File: src/lcpg_pkg.sv
// Shared types and constants of the LED chase pattern generator.
package lcpg_pkg;

  localparam int CFG_AW = 5;

  localparam logic [2:0] REG_BASE_COLOR = 3'd0;
  localparam logic [2:0] REG_RAMP_WIDTH = 3'd1;
  localparam logic [2:0] REG_GAP_LENGTH = 3'd2;
  localparam logic [2:0] REG_STEP_TICKS = 3'd3;
  localparam logic [2:0] REG_START_LED  = 3'd4;
  localparam logic [2:0] REG_LED_COUNT  = 3'd5;

  localparam logic [23:0] RST_BASE_COLOR = 24'd0;
  localparam logic [4:0]  RST_RAMP_WIDTH = 5'd5;
  localparam logic [6:0]  RST_GAP_LENGTH = 7'd4;
  localparam logic [15:0] RST_STEP_TICKS = 16'd100;
  localparam logic [7:0]  RST_START_LED  = 8'd0;
  localparam logic [6:0]  RST_LED_COUNT  = 7'd64;

  localparam logic [5:0] DIV_STEPS_WORD = 6'd32;
  localparam logic [5:0] DIV_STEPS_BYTE = 6'd8;

  typedef struct packed {
    logic [23:0] base_color;
    logic [4:0]  ramp_width;
    logic [6:0]  gap_length;
    logic [15:0] step_ticks;
    logic [7:0]  start_led;
    logic [6:0]  led_count;
  } cfg_t;

  // divider operand / result selection
  typedef enum logic [2:0] {
    SEL_TIME,
    SEL_MOD,
    SEL_RED,
    SEL_GRN,
    SEL_BLU
  } sel_e;

  typedef enum logic [2:0] {
    S_IDLE,
    S_DIV_TIME,
    S_DIV_MOD,
    S_DIV_RED,
    S_DIV_GRN,
    S_DIV_BLU,
    S_PRESET,
    S_EMIT
  } state_e;

  typedef struct packed {
    logic div_start;
    sel_e start_sel;
    logic cap;
    sel_e cap_sel;
    logic acc_clr;
    logic acc_inc;
    logic emit;
  } cmd_t;

  typedef struct packed {
    logic div_done;
    logic walk_done;
    logic last;
    logic cnt_zero;
  } stat_t;

endpackage

File: src/lcpg_regs.sv
// APB configuration register bank.
module lcpg_regs (
  input  logic                        clk_i,
  input  logic                        rst_ni,
  input  logic                        psel,
  input  logic                        penable,
  input  logic                        pwrite,
  input  logic [lcpg_pkg::CFG_AW-1:0] paddr,
  input  logic [31:0]                 pwdata,
  output logic [31:0]                 prdata,
  output logic                        pready,
  output lcpg_pkg::cfg_t              cfg_o
);
  import lcpg_pkg::*;

  cfg_t       cfg_q;
  logic       wr;
  logic [2:0] idx;

  assign idx    = paddr[CFG_AW-1:2];
  assign wr     = psel && penable && pwrite;
  assign pready = 1'b1;
  assign cfg_o  = cfg_q;

  always_ff @(posedge clk_i or negedge rst_ni) begin
    if (!rst_ni) begin
      cfg_q.base_color <= RST_BASE_COLOR;
      cfg_q.ramp_width <= RST_RAMP_WIDTH;
      cfg_q.gap_length <= RST_GAP_LENGTH;
      cfg_q.step_ticks <= RST_STEP_TICKS;
      cfg_q.start_led  <= RST_START_LED;
      cfg_q.led_count  <= RST_LED_COUNT;
    end else if (wr) begin
      case (idx)
        REG_BASE_COLOR: cfg_q.base_color <= pwdata[23:0];
        REG_RAMP_WIDTH: cfg_q.ramp_width <= pwdata[4:0];
        REG_GAP_LENGTH: cfg_q.gap_length <= pwdata[6:0];
        REG_STEP_TICKS: cfg_q.step_ticks <= pwdata[15:0];
        REG_START_LED:  cfg_q.start_led  <= pwdata[7:0];
        REG_LED_COUNT:  cfg_q.led_count  <= pwdata[6:0];
        default: ;
      endcase
    end
  end

  always_comb begin
    case (idx)
      REG_BASE_COLOR: prdata = 32'(cfg_q.base_color);
      REG_RAMP_WIDTH: prdata = 32'(cfg_q.ramp_width);
      REG_GAP_LENGTH: prdata = 32'(cfg_q.gap_length);
      REG_STEP_TICKS: prdata = 32'(cfg_q.step_ticks);
      REG_START_LED:  prdata = 32'(cfg_q.start_led);
      REG_LED_COUNT:  prdata = 32'(cfg_q.led_count);
      default:        prdata = '0;
    endcase
  end

endmodule

File: src/lcpg_div.sv
// Iterative restoring divider, one quotient bit per cycle.
module lcpg_div (
  input  logic        clk_i,
  input  logic        rst_ni,
  input  logic        start_i,
  input  logic [31:0] dividend_i,
  input  logic [15:0] divisor_i,
  input  logic [5:0]  steps_i,
  output logic        done_o,
  output logic [31:0] quotient_o,
  output logic [15:0] remainder_o
);

  logic [5:0]  cnt_q;
  logic        done_q;
  logic [31:0] quo_q;
  logic [15:0] rem_q, rem_d;
  logic [15:0] dvs_q;
  logic [16:0] trial;
  logic        ge;

  // shift in the next dividend bit and try a subtract
  always_comb begin
    trial = {rem_q, quo_q[31]};
    ge    = trial >= {1'b0, dvs_q};
    rem_d = ge ? 16'(trial - {1'b0, dvs_q}) : trial[15:0];
  end

  always_ff @(posedge clk_i or negedge rst_ni) begin
    if (!rst_ni) begin
      cnt_q  <= '0;
      done_q <= 1'b0;
    end else begin
      done_q <= 1'b0;
      if (start_i) begin
        cnt_q <= steps_i;
      end else if (cnt_q != '0) begin
        cnt_q  <= cnt_q - 6'd1;
        done_q <= (cnt_q == 6'd1);
      end
    end
  end

  always_ff @(posedge clk_i) begin
    if (start_i) begin
      quo_q <= dividend_i;
      rem_q <= '0;
      dvs_q <= divisor_i;
    end else if (cnt_q != '0) begin
      quo_q <= {quo_q[30:0], ge};
      rem_q <= rem_d;
    end
  end

  assign done_o      = done_q;
  assign quotient_o  = quo_q;
  assign remainder_o = rem_q;

endmodule

File: src/lcpg_datapath.sv
// Datapath: pattern position, channel scaling accumulators and result registers.
module lcpg_datapath #(
  parameter int MAX_LEDS = 64,
  parameter int MAX_GAP  = 64,
  parameter int MAX_RAMP = 31
) (
  input  logic            clk_i,
  input  logic            rst_ni,
  input  lcpg_pkg::cfg_t  cfg_i,
  input  logic [31:0]     frame_time_i,
  input  lcpg_pkg::cmd_t  cmd_i,
  output lcpg_pkg::stat_t stat_o,
  output logic            strobe_o,
  output logic [8:0]      led_index_o,
  output logic [23:0]     pixel_color_o,
  output logic            last_pixel_o
);
  import lcpg_pkg::*;

  localparam int PIX_W = $clog2(MAX_LEDS + 1);

  typedef enum logic [1:0] {
    ACC_CLR,
    ACC_LOAD,
    ACC_INC,
    ACC_DEC
  } acc_op_e;

  // effective configuration
  logic [4:0]  ramp_sat, ramp_odd;
  logic [3:0]  half;
  logic [4:0]  den;
  logic [4:0]  peak;
  logic [6:0]  gap_eff;
  logic [7:0]  len;
  logic [15:0] st_eff;
  logic [6:0]  cnt_eff;

  always_comb begin
    ramp_sat = (32'(cfg_i.ramp_width) > MAX_RAMP) ? 5'(MAX_RAMP) : cfg_i.ramp_width;
    ramp_odd = ramp_sat | 5'd1;
    half     = ramp_odd[4:1];
    den      = {1'b0, half} + 5'd1;
    peak     = {half, 1'b1};
    gap_eff  = (32'(cfg_i.gap_length) > MAX_GAP) ? 7'(MAX_GAP) : cfg_i.gap_length;
    len      = 8'(peak) + 8'(gap_eff);
    st_eff   = (cfg_i.step_ticks == '0) ? 16'd1 : cfg_i.step_ticks;
    cnt_eff  = (32'(cfg_i.led_count) > MAX_LEDS) ? 7'(MAX_LEDS) : cfg_i.led_count;
  end

  // shared divider
  logic [31:0] div_dividend;
  logic [15:0] div_divisor;
  logic [5:0]  div_steps;
  logic        div_done;
  logic [31:0] div_quo;
  logic [15:0] div_rem;

  always_comb begin
    case (cmd_i.start_sel)
      SEL_TIME: begin
        div_dividend = frame_time_i;
        div_divisor  = st_eff;
        div_steps    = DIV_STEPS_WORD;
      end
      SEL_MOD: begin
        div_dividend = div_quo;
        div_divisor  = 16'(len);
        div_steps    = DIV_STEPS_WORD;
      end
      SEL_RED: begin
        div_dividend = {cfg_i.base_color[23:16], 24'd0};
        div_divisor  = 16'(den);
        div_steps    = DIV_STEPS_BYTE;
      end
      SEL_GRN: begin
        div_dividend = {cfg_i.base_color[15:8], 24'd0};
        div_divisor  = 16'(den);
        div_steps    = DIV_STEPS_BYTE;
      end
      SEL_BLU: begin
        div_dividend = {cfg_i.base_color[7:0], 24'd0};
        div_divisor  = 16'(den);
        div_steps    = DIV_STEPS_BYTE;
      end
      default: begin
        div_dividend = frame_time_i;
        div_divisor  = st_eff;
        div_steps    = DIV_STEPS_WORD;
      end
    endcase
  end

  lcpg_div u_div (
    .clk_i       (clk_i),
    .rst_ni      (rst_ni),
    .start_i     (cmd_i.div_start),
    .dividend_i  (div_dividend),
    .divisor_i   (div_divisor),
    .steps_i     (div_steps),
    .done_o      (div_done),
    .quotient_o  (div_quo),
    .remainder_o (div_rem)
  );

  // per-channel step of channel * num / den: quotient and remainder
  function automatic logic [11:0] acc_step(input acc_op_e op, input logic [7:0] q,
                                           input logic [3:0] r, input logic [7:0] a,
                                           input logic [3:0] b, input logic [4:0] d);
    logic [4:0] s;
    logic [4:0] t;
    logic [7:0] qn;
    logic [3:0] rn;
    s  = 5'(r) + 5'(b);
    t  = 5'(r) - 5'(b);
    qn = q;
    rn = r;
    case (op)
      ACC_CLR: begin
        qn = '0;
        rn = '0;
      end
      ACC_LOAD: begin
        qn = a;
        rn = b;
      end
      ACC_INC: begin
        if (s >= d) begin
          qn = q + a + 8'd1;
          rn = 4'(s - d);
        end else begin
          qn = q + a;
          rn = 4'(s);
        end
      end
      ACC_DEC: begin
        if (r < b) begin
          qn = q - a - 8'd1;
          rn = 4'(t + d);
        end else begin
          qn = q - a;
          rn = 4'(t);
        end
      end
      default: begin
        qn = q;
        rn = r;
      end
    endcase
    return {qn, rn};
  endfunction

  logic [7:0]       pos_q, pos_nx;
  logic [4:0]       num0;
  logic [4:0]       wk_q;
  logic [PIX_W-1:0] pix_q;
  logic [7:0]       a_q   [3];
  logic [3:0]       b_q   [3];
  logic [7:0]       acc_q [3];
  logic [3:0]       rq_q  [3];
  logic [11:0]      acc_nx[3];
  acc_op_e          pix_op, acc_op;
  logic             acc_en;
  logic             last;

  // brightness numerator at the first LED
  always_comb begin
    if (pos_q < 8'(half)) begin
      num0 = 5'(pos_q) + 5'd1;
    end else if (pos_q == 8'(half)) begin
      num0 = den;
    end else if (pos_q < 8'(peak)) begin
      num0 = 5'(8'(peak) - pos_q);
    end else begin
      num0 = '0;
    end
  end

  always_comb begin
    pos_nx = (pos_q == len - 8'd1) ? '0 : pos_q + 8'd1;
    if (pos_nx == '0) begin
      pix_op = ACC_LOAD;
    end else if (pos_nx <= 8'(half)) begin
      pix_op = ACC_INC;
    end else if (pos_nx < 8'(peak)) begin
      pix_op = ACC_DEC;
    end else begin
      pix_op = ACC_CLR;
    end

    if (cmd_i.acc_clr) begin
      acc_op = ACC_CLR;
    end else if (cmd_i.acc_inc) begin
      acc_op = ACC_INC;
    end else begin
      acc_op = pix_op;
    end
    acc_en = cmd_i.acc_clr || cmd_i.acc_inc || cmd_i.emit;

    for (int c = 0; c < 3; c++) begin
      acc_nx[c] = acc_step(acc_op, acc_q[c], rq_q[c], a_q[c], b_q[c], den);
    end
  end

  assign last = (7'(pix_q) == cnt_eff - 7'd1);

  always_ff @(posedge clk_i) begin
    if (cmd_i.cap) begin
      case (cmd_i.cap_sel)
        SEL_MOD: pos_q <= len - 8'd1 - div_rem[7:0];
        SEL_RED: begin
          a_q[0] <= div_quo[7:0];
          b_q[0] <= div_rem[3:0];
        end
        SEL_GRN: begin
          a_q[1] <= div_quo[7:0];
          b_q[1] <= div_rem[3:0];
        end
        SEL_BLU: begin
          a_q[2] <= div_quo[7:0];
          b_q[2] <= div_rem[3:0];
        end
        default: ;
      endcase
    end else if (cmd_i.emit) begin
      pos_q <= pos_nx;
    end

    if (acc_en) begin
      for (int c = 0; c < 3; c++) begin
        acc_q[c] <= acc_nx[c][11:4];
        rq_q[c]  <= acc_nx[c][3:0];
      end
    end

    if (cmd_i.emit) begin
      led_index_o   <= 9'(cfg_i.start_led) + 9'(pix_q);
      pixel_color_o <= {acc_q[0], acc_q[1], acc_q[2]};
      last_pixel_o  <= last;
    end
  end

  always_ff @(posedge clk_i or negedge rst_ni) begin
    if (!rst_ni) begin
      strobe_o <= 1'b0;
      wk_q     <= '0;
      pix_q    <= '0;
    end else begin
      strobe_o <= cmd_i.emit;
      if (cmd_i.acc_clr) begin
        wk_q  <= '0;
        pix_q <= '0;
      end else begin
        if (cmd_i.acc_inc) begin
          wk_q <= wk_q + 5'd1;
        end
        if (cmd_i.emit) begin
          pix_q <= pix_q + PIX_W'(1);
        end
      end
    end
  end

  always_comb begin
    stat_o.div_done  = div_done;
    stat_o.walk_done = (wk_q == num0);
    stat_o.last      = last;
    stat_o.cnt_zero  = (cnt_eff == '0);
  end

  a_last_ends_frame: assert property (@(posedge clk_i) disable iff (!rst_ni)
    strobe_o && last_pixel_o |=> !strobe_o)
    else $error("transfer follows the last pixel of a frame");

  a_pix_in_range: assert property (@(posedge clk_i) disable iff (!rst_ni)
    cmd_i.emit |-> 7'(pix_q) < cnt_eff)
    else $error("pixel counter beyond LED count");

  a_walk_bounded: assert property (@(posedge clk_i) disable iff (!rst_ni)
    cmd_i.acc_inc |-> wk_q < num0)
    else $error("preset walk overran its numerator");

endmodule

File: src/lcpg_ctrl.sv
// Frame sequencer: divisions, accumulator preset and pixel emission.
module lcpg_ctrl (
  input  logic            clk_i,
  input  logic            rst_ni,
  input  logic            start_i,
  output logic            busy_o,
  input  lcpg_pkg::stat_t stat_i,
  output lcpg_pkg::cmd_t  cmd_o
);
  import lcpg_pkg::*;

  state_e state_q, state_d;

  always_ff @(posedge clk_i or negedge rst_ni) begin
    if (!rst_ni) begin
      state_q <= S_IDLE;
    end else begin
      state_q <= state_d;
    end
  end

  always_comb begin
    state_d         = state_q;
    busy_o          = 1'b1;
    cmd_o.div_start = 1'b0;
    cmd_o.start_sel = SEL_TIME;
    cmd_o.cap       = 1'b0;
    cmd_o.cap_sel   = SEL_TIME;
    cmd_o.acc_clr   = 1'b0;
    cmd_o.acc_inc   = 1'b0;
    cmd_o.emit      = 1'b0;
    case (state_q)
      S_IDLE: begin
        busy_o = 1'b0;
        // an empty segment yields nothing: drop the transfer
        if (start_i && !stat_i.cnt_zero) begin
          cmd_o.div_start = 1'b1;
          cmd_o.start_sel = SEL_TIME;
          state_d         = S_DIV_TIME;
        end
      end
      S_DIV_TIME: begin
        if (stat_i.div_done) begin
          cmd_o.div_start = 1'b1;
          cmd_o.start_sel = SEL_MOD;
          state_d         = S_DIV_MOD;
        end
      end
      S_DIV_MOD: begin
        cmd_o.cap_sel = SEL_MOD;
        if (stat_i.div_done) begin
          cmd_o.cap       = 1'b1;
          cmd_o.div_start = 1'b1;
          cmd_o.start_sel = SEL_RED;
          state_d         = S_DIV_RED;
        end
      end
      S_DIV_RED: begin
        cmd_o.cap_sel = SEL_RED;
        if (stat_i.div_done) begin
          cmd_o.cap       = 1'b1;
          cmd_o.div_start = 1'b1;
          cmd_o.start_sel = SEL_GRN;
          state_d         = S_DIV_GRN;
        end
      end
      S_DIV_GRN: begin
        cmd_o.cap_sel = SEL_GRN;
        if (stat_i.div_done) begin
          cmd_o.cap       = 1'b1;
          cmd_o.div_start = 1'b1;
          cmd_o.start_sel = SEL_BLU;
          state_d         = S_DIV_BLU;
        end
      end
      S_DIV_BLU: begin
        cmd_o.cap_sel = SEL_BLU;
        if (stat_i.div_done) begin
          cmd_o.cap     = 1'b1;
          cmd_o.acc_clr = 1'b1;
          state_d       = S_PRESET;
        end
      end
      S_PRESET: begin
        // advance the accumulators up to the first LED's brightness
        if (stat_i.walk_done) begin
          state_d = S_EMIT;
        end else begin
          cmd_o.acc_inc = 1'b1;
        end
      end
      S_EMIT: begin
        cmd_o.emit = 1'b1;
        if (stat_i.last) begin
          state_d = S_IDLE;
        end
      end
      default: begin
        state_d = S_IDLE;
      end
    endcase
  end

endmodule

File: src/led_chase_pattern_generator_unit.sv
// Top level of the LED chase pattern generator.
// Sequence: divisions of time/step, the modulo and each colour channel, then a preset walk of
//   n steps, n being the first LED's brightness numerator (0 to 16); one pixel per cycle after
//   that, led_count (capped at MAX_LEDS) in all. A new frame is taken only once idle.
// Shared one-bit-a-cycle divider: 32 steps for time/step, 32 for the modulo, 8 per channel.
// Results cannot be stalled; a frame with led_count zero is taken and gives no result.
// Reset clears the sequencer and loads the register defaults; no clearing pass.
module led_chase_pattern_generator_unit #(
  parameter int MAX_LEDS = 64,
  parameter int MAX_GAP  = 64,
  parameter int MAX_RAMP = 31
) (
  input  logic                        clk_i,
  input  logic                        rst_ni,
  input  logic                        start,
  output logic                        busy,
  input  logic [31:0]                 frame_time_i,
  output logic                        strobe_o,
  output logic [8:0]                  led_index_o,
  output logic [23:0]                 pixel_color_o,
  output logic                        last_pixel_o,
  input  logic                        psel,
  input  logic                        penable,
  input  logic                        pwrite,
  input  logic [lcpg_pkg::CFG_AW-1:0] paddr,
  input  logic [31:0]                 pwdata,
  output logic [31:0]                 prdata,
  output logic                        pready
);
  import lcpg_pkg::*;

  cfg_t  cfg;
  cmd_t  cmd;
  stat_t stat;

  lcpg_regs u_regs (
    .clk_i   (clk_i),
    .rst_ni  (rst_ni),
    .psel    (psel),
    .penable (penable),
    .pwrite  (pwrite),
    .paddr   (paddr),
    .pwdata  (pwdata),
    .prdata  (prdata),
    .pready  (pready),
    .cfg_o   (cfg)
  );

  lcpg_ctrl u_ctrl (
    .clk_i   (clk_i),
    .rst_ni  (rst_ni),
    .start_i (start),
    .busy_o  (busy),
    .stat_i  (stat),
    .cmd_o   (cmd)
  );

  lcpg_datapath #(
    .MAX_LEDS (MAX_LEDS),
    .MAX_GAP  (MAX_GAP),
    .MAX_RAMP (MAX_RAMP)
  ) u_dp (
    .clk_i         (clk_i),
    .rst_ni        (rst_ni),
    .cfg_i         (cfg),
    .frame_time_i  (frame_time_i),
    .cmd_i         (cmd),
    .stat_o        (stat),
    .strobe_o      (strobe_o),
    .led_index_o   (led_index_o),
    .pixel_color_o (pixel_color_o),
    .last_pixel_o  (last_pixel_o)
  );

endmodule
File: config.mk
export PLATFORM = sky130hd
export DESIGN_NAME = led_chase_pattern_generator_unit
export DESIGN_NICKNAME = d
export VERILOG_FILES = /design/src/lcpg_pkg.sv /design/src/lcpg_regs.sv /design/src/lcpg_div.sv /design/src/lcpg_datapath.sv /design/src/lcpg_ctrl.sv /design/src/led_chase_pattern_generator_unit.sv
export SDC_FILE = /design/constraint.sdc
export NUM_CORES = 1
export LEC_CHECK = 0
export BUFFER_PORTS_ARGS = -buffer_cell sky130_fd_sc_hd__buf_2
export CAP_MARGIN = 20
export CELL_PAD_IN_SITES_DETAIL_PLACEMENT = 1
export CELL_PAD_IN_SITES_GLOBAL_PLACEMENT = 2
export CORE_AREA = 2 2 221 223
export CTS_BUF_LIST = sky130_fd_sc_hd__clkbuf_16
export DETAILED_ROUTE_END_ITERATION = 16
export DIE_AREA = 0 0 223 225
export GPL_TIMING_DRIVEN = 0
export PLACE_DENSITY_LB_ADDON = 0.25
export SETUP_SLACK_MARGIN = 0.4
export SYNTH_ARGS = -nofsm -noshare
export SYNTH_HDL_FRONTEND = slang
export SYNTH_SLANG_ARGS = --single-unit
File: constraint.sdc
create_clock -name clk_i -period 7 [get_ports clk_i]
set_input_delay 1.4 -clock clk_i [delete_from_list [all_inputs] [get_ports clk_i]]
set_output_delay 1.4 -clock clk_i [all_outputs]
set_load 0.05 [all_outputs]
==> results.yml, run 1 <==
hold_path:
  hp-class: "reg2reg"
  min_from: "u_dp.acc_q[0][7]"
clock_network:
  cts_buffers: 35
  cts_setup_buffers: 0
  h-tree-depth: 2
  ctsLongestPathBuffers: 3
  clk_pin_slew_ns: 0.06
  root_buffer: "clkbuf_16"
  cts.sinks: 268
  insertion_delay_ns: 0.56
  cts_tree: "done"
global_routing:
  grt_pass1_vias: 16300
  antenna_found_initial: 3
  grt_max_degree: 53
  track_usage_pct: 23.3
  overflow: 0
  grt_pass1_wl_um: 91700
timing:
  finalCritPeriodShare_pct: 88.0
  final_hold_viol_count: 0
  skew_ns: 0.0331
  fmax_mhz: 162
  fin_ws_ns: 0.842
  worst_slew_pin_slew_ns: 0.991
  setup_viol: 0
  period_minus_slack_ns: 6.16
  setup-tns-final_ns: 0
  grt_setup_unrepaired: "false"
  finalMaxSlewViolations: 0
  holdWs_ns: 0.480
  slew_headroom_pct: 33.4
setup_path:
  crit_fanout: 10
  crit_type: "reg2reg"
  endpoint_kind: "flip-flop"
  startpoint_type: "flip-flop"
  required_ns: 7.29
  regToRegSetupSlack_ns: 0.84
  regToRegStartpoint: "u_regs.cfg_o[37]"
  crit_start: "u_regs.cfg_o[37]"
  crit_arrival_ns: 6.45
place:
  place.gp.congestion: 0.836
  io_buffers: 122
  hpwl_um: 44200
  place_ws_ns: 0.0536
logic_synthesis:
  synth-seq-cells: 268
  yosysUniqueCellTypes: 91
  synth_ff_type: "edfxtp_1"
  yosys_warnings: 0
  synth-edff-count: 162
  postSynthCellCount: 1905
  avgSynthCellArea_um2: 9.94
  async_flop_share_pct: 33.6
  synth_seq_area_share_pct: 39.3
  synthesis.area_um2: 18900
layout:
  layout.nets: 2340
  fill_cells: 5373
  syn_to_final_growth_pct: 14.6
  drive_gt1_share_pct: 14.7
  final_common_cell: "edfxtp_1"
  layout_common_cells: "edfxtp_1 (162), inv_1 (160), ha_1 (159)"
  diodes: 0
routing:
  vias_per_cell: 5.54
  drc_errors: 0
  vias: 15100
  drt_pass1_iterations: 7
  drt-wirelength-per-cell_um: 21.2
  drtIter0Drc: 689
  routed_wl_um: 57600
  ant_nets: 0
floorplan:
  rows: 80
  die_area_um2: 50200
  die_h_um: 225
  core_area_um2: 47500
  die_width_um: 223
  io_pins: 144
  initial_utilization_pct: 39.8
power_and_ir_drop:
  leakagePower_nw: 9.59
  peakVddDrop_mv: 0.161
  power_density_nw_per_um2: 264
run_status:
  outcome: "finished, final reports clean"
job:
  cap_violations: 0
[cell type report]
cell class	count	area (um^2)	share of cell area [%]
Clock inverter	23	138	0.634
Inverter	153	574	2.65
Timing Repair Buffer	134	783	3.61
Tap cell	615	769	3.55
Buffer	87	418	1.93
Multi-Input combinational cell	1404	10700	49.1
Sequential cell	268	7450	34.3
Clock buffer	37	926	4.27
[power breakdown]
part           switching [mW]  leakage [nW]  internal (mW)
Clock                   0.726         0.553          0.989
Sequential              0.238          2.87           1.87
Combinational            1.09          6.16          0.805
Total                    2.05          9.59           3.67
[registers in the layout (all words and copies together), names as in the netlist]
register / flops
u_regs.cfg_o: 67
u_dp.u_div.quotient_o: 32
u_dp.a_q: 24
u_dp.acc_q: 24
u_dp.pixel_color_o: 24
u_dp.u_div.dvs_q: 16
u_dp.u_div.remainder_o: 16
u_dp.b_q: 12
u_dp.rq_q: 12
u_dp.led_index_o: 9
u_dp.pos_q: 8
u_dp.pix_q: 7
u_dp.u_div.cnt_q: 6
u_dp.wk_q: 5
u_ctrl.state_q: 3
u_dp.last_pixel_o: 1
u_dp.strobe_o: 1
u_dp.u_div.done_o: 1
[final timing paths]
| check | to | cells after the start |
|---|---|---|
| worst min-delay path | u_dp.pixel_color_o[23] | 0 |
| worst max register to register | u_dp.rq_q[0][9] | 23 |
| max in group asynchronous | u_regs.cfg_o[21] | 2 |
| worst max-delay path | u_dp.rq_q[0][9] | 23 |
| min in group asynchronous | u_regs.cfg_o[9] | 1 |
| worst min register to register | u_dp.pixel_color_o[23] | 0 |
[what timing repair did]
item,4_1_cts,5_1_grt
pin swaps,0,2
hold buffers,0,0
resized for setup,3,15
endpoints found under the setup margin,34,36
[critical path, cell delays in order (launching register included)]
cell and delay, ns:
dfrtp_1 0.45, clkbuf_4 0.25, nand2b_1 0.23, inv_1 0.17
fa_1 0.50, a211o_1 0.36, a21o_1 0.21, and2_0 0.16
clkbuf_1 0.17, nor4b_4 0.33, xor2_1 0.17, a2111oi_4 0.42
buf_4 0.26, nor2_1 0.09, ha_1 0.32, nor2b_1 0.19
a21oi_1 0.09, a31oi_1 0.19, a21oi_1 0.12, nand3_1 0.17
a2bb2oi_4 0.31, clkbuf_4 0.33, a211oi_1 0.08, a221o_1 0.30
[cells in the mapped netlist (all sizes together), types with 8 or more instances]
cell / n / area share [%]
nand2: 137 / 2.7
a21o: 48 / 1.9
a21oi: 137 / 3.6
buf: 30 / 0.93
o21ai: 63 / 1.7
o21bai: 22 / 0.87
nand4: 11 / 0.36
a22oi: 10 / 0.40
and3: 19 / 0.63
a221o: 29 / 1.5
a211oi: 16 / 0.66
ha: 159 / 11
clkbuf: 57 / 1.2
nor3: 36 / 0.95
o31ai: 11 / 0.49
inv: 152 / 3.0
a222oi: 9 / 0.48
edfxtp: 162 / 26
nor4: 15 / 0.53
and2: 23 / 0.76
fa: 23 / 2.4
nand3: 63 / 1.7
xor2: 58 / 2.7
dfrtp: 83 / 11
a2111oi: 9 / 0.55
xnor2: 107 / 4.9
mux2: 64 / 3.8
dfxtp: 16 / 1.7
nor2b: 23 / 0.76
nand2b: 11 / 0.36
or3: 13 / 0.46
o21a: 16 / 0.67
mux2i: 21 / 1.1
nor4b: 13 / 0.63
nor3b: 8 / 0.32
nor2: 141 / 2.8
[metal layers]
metal	up-vias	track usage [%]	part of all wire (%)	wire (um)
li1	7174	-	-	-
met1	7550	28.5	43	24900
met2	248	42.3	50	28900
met3	90	2.89	3.4	1950
met4	2	8.40	3.3	1890
met5	-	0	0.023	13
[logic make-up after synthesis]
logic type,synth area share [%]
and+or+nand+nor,13.9
xor gates and xnor gates,8.22
AOI/OAI and AO/OA,15.3
muxes,5.15
buffers and inverters,5.15
DFF,39.3
other,0.0397
adders and majority gates,12.9
[stage by stage]
step | instance area [um^2] | total power [mW] | util [%] | std cells
2_1_floorplan | 19000 | 3.41 | - | 1912
3_3_place_gp | 20300 | 3.93 | 42.8 | 2649
3_5_place_dp | 20600 | 4.02 | 43.2 | 2661
4_1_cts | 21600 | 5.77 | 45.5 | 2721
5_1_grt | 21700 | 6.06 | 45.7 | 2721
6_report | 21700 | 5.72 | 45.7 | 2721
No activity file was read; power rests on OpenSTA's default activity.
==> run 2, diff against run 1 <==
--- a/config.mk
+++ b/config.mk
@@ -15,7 +15,9 @@
 export DIE_AREA = 0 0 223 225
 export GPL_TIMING_DRIVEN = 0
 export PLACE_DENSITY_LB_ADDON = 0.25
+export RECOVER_POWER = 25
 export SETUP_SLACK_MARGIN = 0.4
+export SLEW_MARGIN = 5
 export SYNTH_ARGS = -nofsm -noshare
 export SYNTH_HDL_FRONTEND = slang
 export SYNTH_SLANG_ARGS = --single-unit
==> results.yml, run 2 (synthesized netlist as in run 1, its figures left out) <==
timing:
  final_hold_viol_count: 0
  setup-tns-final_ns: 0
  setup_viol: 0
  fmax_mhz: 158
  worst_slew_pin_slew_ns: 3.00
  skew_ns: 0.0298
  period_minus_slack_ns: 6.33
  fin_ws_ns: 0.675
  finalMaxSlewViolations: 93
  grt_setup_unrepaired: "false"
  holdWs_ns: 0.482
  finalCritPeriodShare_pct: 90.4
  slew_headroom_pct: -99.8
floorplan:
  rows: 80
  initial_utilization_pct: 39.8
  core_area_um2: 47500
  die_area_um2: 50200
  die_h_um: 225
  die_width_um: 223
  io_pins: 144
run_status:
  outcome: "complete, but fails checks"
  violations: "capacitance limit, slew limit"
setup_path:
  required_ns: 7.28
  crit_type: "reg2reg"
  crit_fanout: 10
  r2r_cells: 22
  crit_end: "u_dp.rq_q[0][9]"
  max_stage_delay_ns: 0.57
  cp_slowest_cell: "a2111o_1"
  startpoint_type: "flip-flop"
  cp_cell_sequence: "buf_2 -> nand2b_1 -> inv_1 -> fa_1 -> a211o_1 -> a21o_1 -> and2_0 -> clkbuf_1 -> nor4b_4 -> xor2_1 -> a2111o_1 -> and2_1 -> ha_1 -> a21o_1 -> o21ai_0 -> a21oi_1 -> a21oi_1 -> o21ai_0 -> nand2_2 -> nor2_4 -> clkbuf_4 -> a221o_1"
  crit_arrival_ns: 6.61
  crit_start: "u_regs.cfg_o[37]"
  regToRegStartpoint: "u_regs.cfg_o[37]"
  endpoint_kind: "flip-flop"
  timing.rr.end: "u_dp.rq_q[0][9]"
  regToRegSetupSlack_ns: 0.67
clock_network:
  hold_buffers: 0
  h-tree-depth: 2
  cts_buffers: 35
  root_buffer: "clkbuf_16"
  insertion_delay_ns: 0.56
  ctsLongestPathBuffers: 3
  cts_tree: "done"
  clk_pin_slew_ns: 0.06
  cts.sinks: 268
global_routing:
  antenna_found_initial: 4
  track_usage_pct: 23.2
  grtUsageMet1_pct: 28.6
  grt_max_degree: 53
  overflow: 0
  grt.busiest_layer: "met2"
  grt_use_met3_pct: 2.79
  grt_pass1_vias: 16100
  grt_pass1_wl_um: 91200
  gr-usage-met2_pct: 41.7
power_and_ir_drop:
  leakagePower_nw: 9.59
  power_density_nw_per_um2: 267
  peakVddDrop_mv: 0.164
job:
  cap_violations: 2
layout:
  layout_common_cells: "edfxtp_1 (162), ha_1 (159), inv_1 (157)"
  final_common_cell: "edfxtp_1"
  syn_to_final_growth_pct: 14.7
  largest_reg_flops: 67
  drive_gt1_share_pct: 14.8
  diodes: 0
  layout.nets: 2339
routing:
  routed_wl_um: 57600
  vias_per_cell: 5.53
  drc_errors: 0
  drt-wirelength-per-cell_um: 21.2
  drtIter0Drc: 746
  drt_pass1_iterations: 7
  vias: 15000
  ant_nets: 0
place:
  io_buffers: 122
  place_ws_ns: 0.0720
  place.gp.congestion: 0.836
  hpwl_um: 44000
hold_path:
  hp-class: "reg2reg"
[run 2: cell types whose count changed in the layout (fill, tap and decap cells not counted), moves of 2 or more]
cell / change
clkinv_2: +4
inv_1: -3
bufinv_16: +2
clkbuf_1: +2
clkinv_1: -2
o31ai_2: -2
[run 2: worst max-delay path: cells and delay by family, from the launching register on]
kind                       cells  cell delay (ns)
AOI/OAI and AO/OA              9             2.27
xor gates and xnor gates       1             0.18
adders and majority gates      2             0.81
buffers and inverters          4             0.87
DFF                            1             0.45
and+or+nand+nor                6             1.48
[run 2: power by group]
group          total (mW)  leakage (nW)  switching [mW]  internal, mW
combinational        1.88          6.14            1.08         0.801
clock                1.80         0.578           0.737          1.07
sequential           2.11          2.87           0.239          1.87
total                5.80          9.59            2.06          3.74
[run 2: through the flow]
| stage | total power, mW | std cells | util [%] | instance area [um^2] |
|---|---|---|---|---|
| after floorplan | 3.41 | 1912 | - | 19000 |
| after global placement | 3.93 | 2649 | 42.8 | 20300 |
| after detailed placement | 4.02 | 2660 | 43.2 | 20500 |
| after CTS | 5.85 | 2721 | 45.6 | 21700 |
| after global routing | 6.14 | 2721 | 45.7 | 21700 |
| final | 5.80 | 2721 | 45.7 | 21700 |
[run 2: layout make-up]
| class | instances | area (um^2) |
|---|---|---|
| plain buffers | 87 | 418 |
| clock buffers | 37 | 926 |
| clock inverters | 24 | 199 |
| fillers | 5395 | 25800 |
| inverters | 153 | 574 |
| multi-input cells | 1404 | 10700 |
| flip-flops and latches | 268 | 7450 |
| well taps | 615 | 769 |
| repair buffers | 133 | 736 |
[run 2: how the worst min path moves through the flow]
| stage | slack [ns] | end | from | cells after the start |
|---|---|---|---|---|
| finish | 0.48 | u_dp.pixel_color_o[15] | u_dp.acc_q[0][15] | 0 |
| global route | 0.50 | u_dp.pixel_color_o[23] | u_dp.acc_q[0][7] | 0 |
| CTS | 0.49 | u_dp.u_div.remainder_o[15] | u_dp.u_div.remainder_o[15] | 2 |
| detailed placement | 0.47 | u_dp.pixel_color_o[23] | u_dp.acc_q[0][7] | 0 |
| global placement | 0.47 | u_dp.u_div.remainder_o[15] | u_dp.u_div.remainder_o[15] | 2 |
| floorplan | 0.44 | u_dp.u_div.remainder_o[15] | u_dp.u_div.remainder_o[15] | 2 |
[run 2: repair_timing]
action	in CTS	in global routing
cloned	0	0
endpoints found under the setup margin	36	36
resized for setup	4	13
setup buffers	0	0
[run 2: layer usage]
metal	wire, um	up-vias
li1	-	7173
met1	25100	7495
met2	28600	260
met3	1810	106
met4	2000	4
met5	27	-
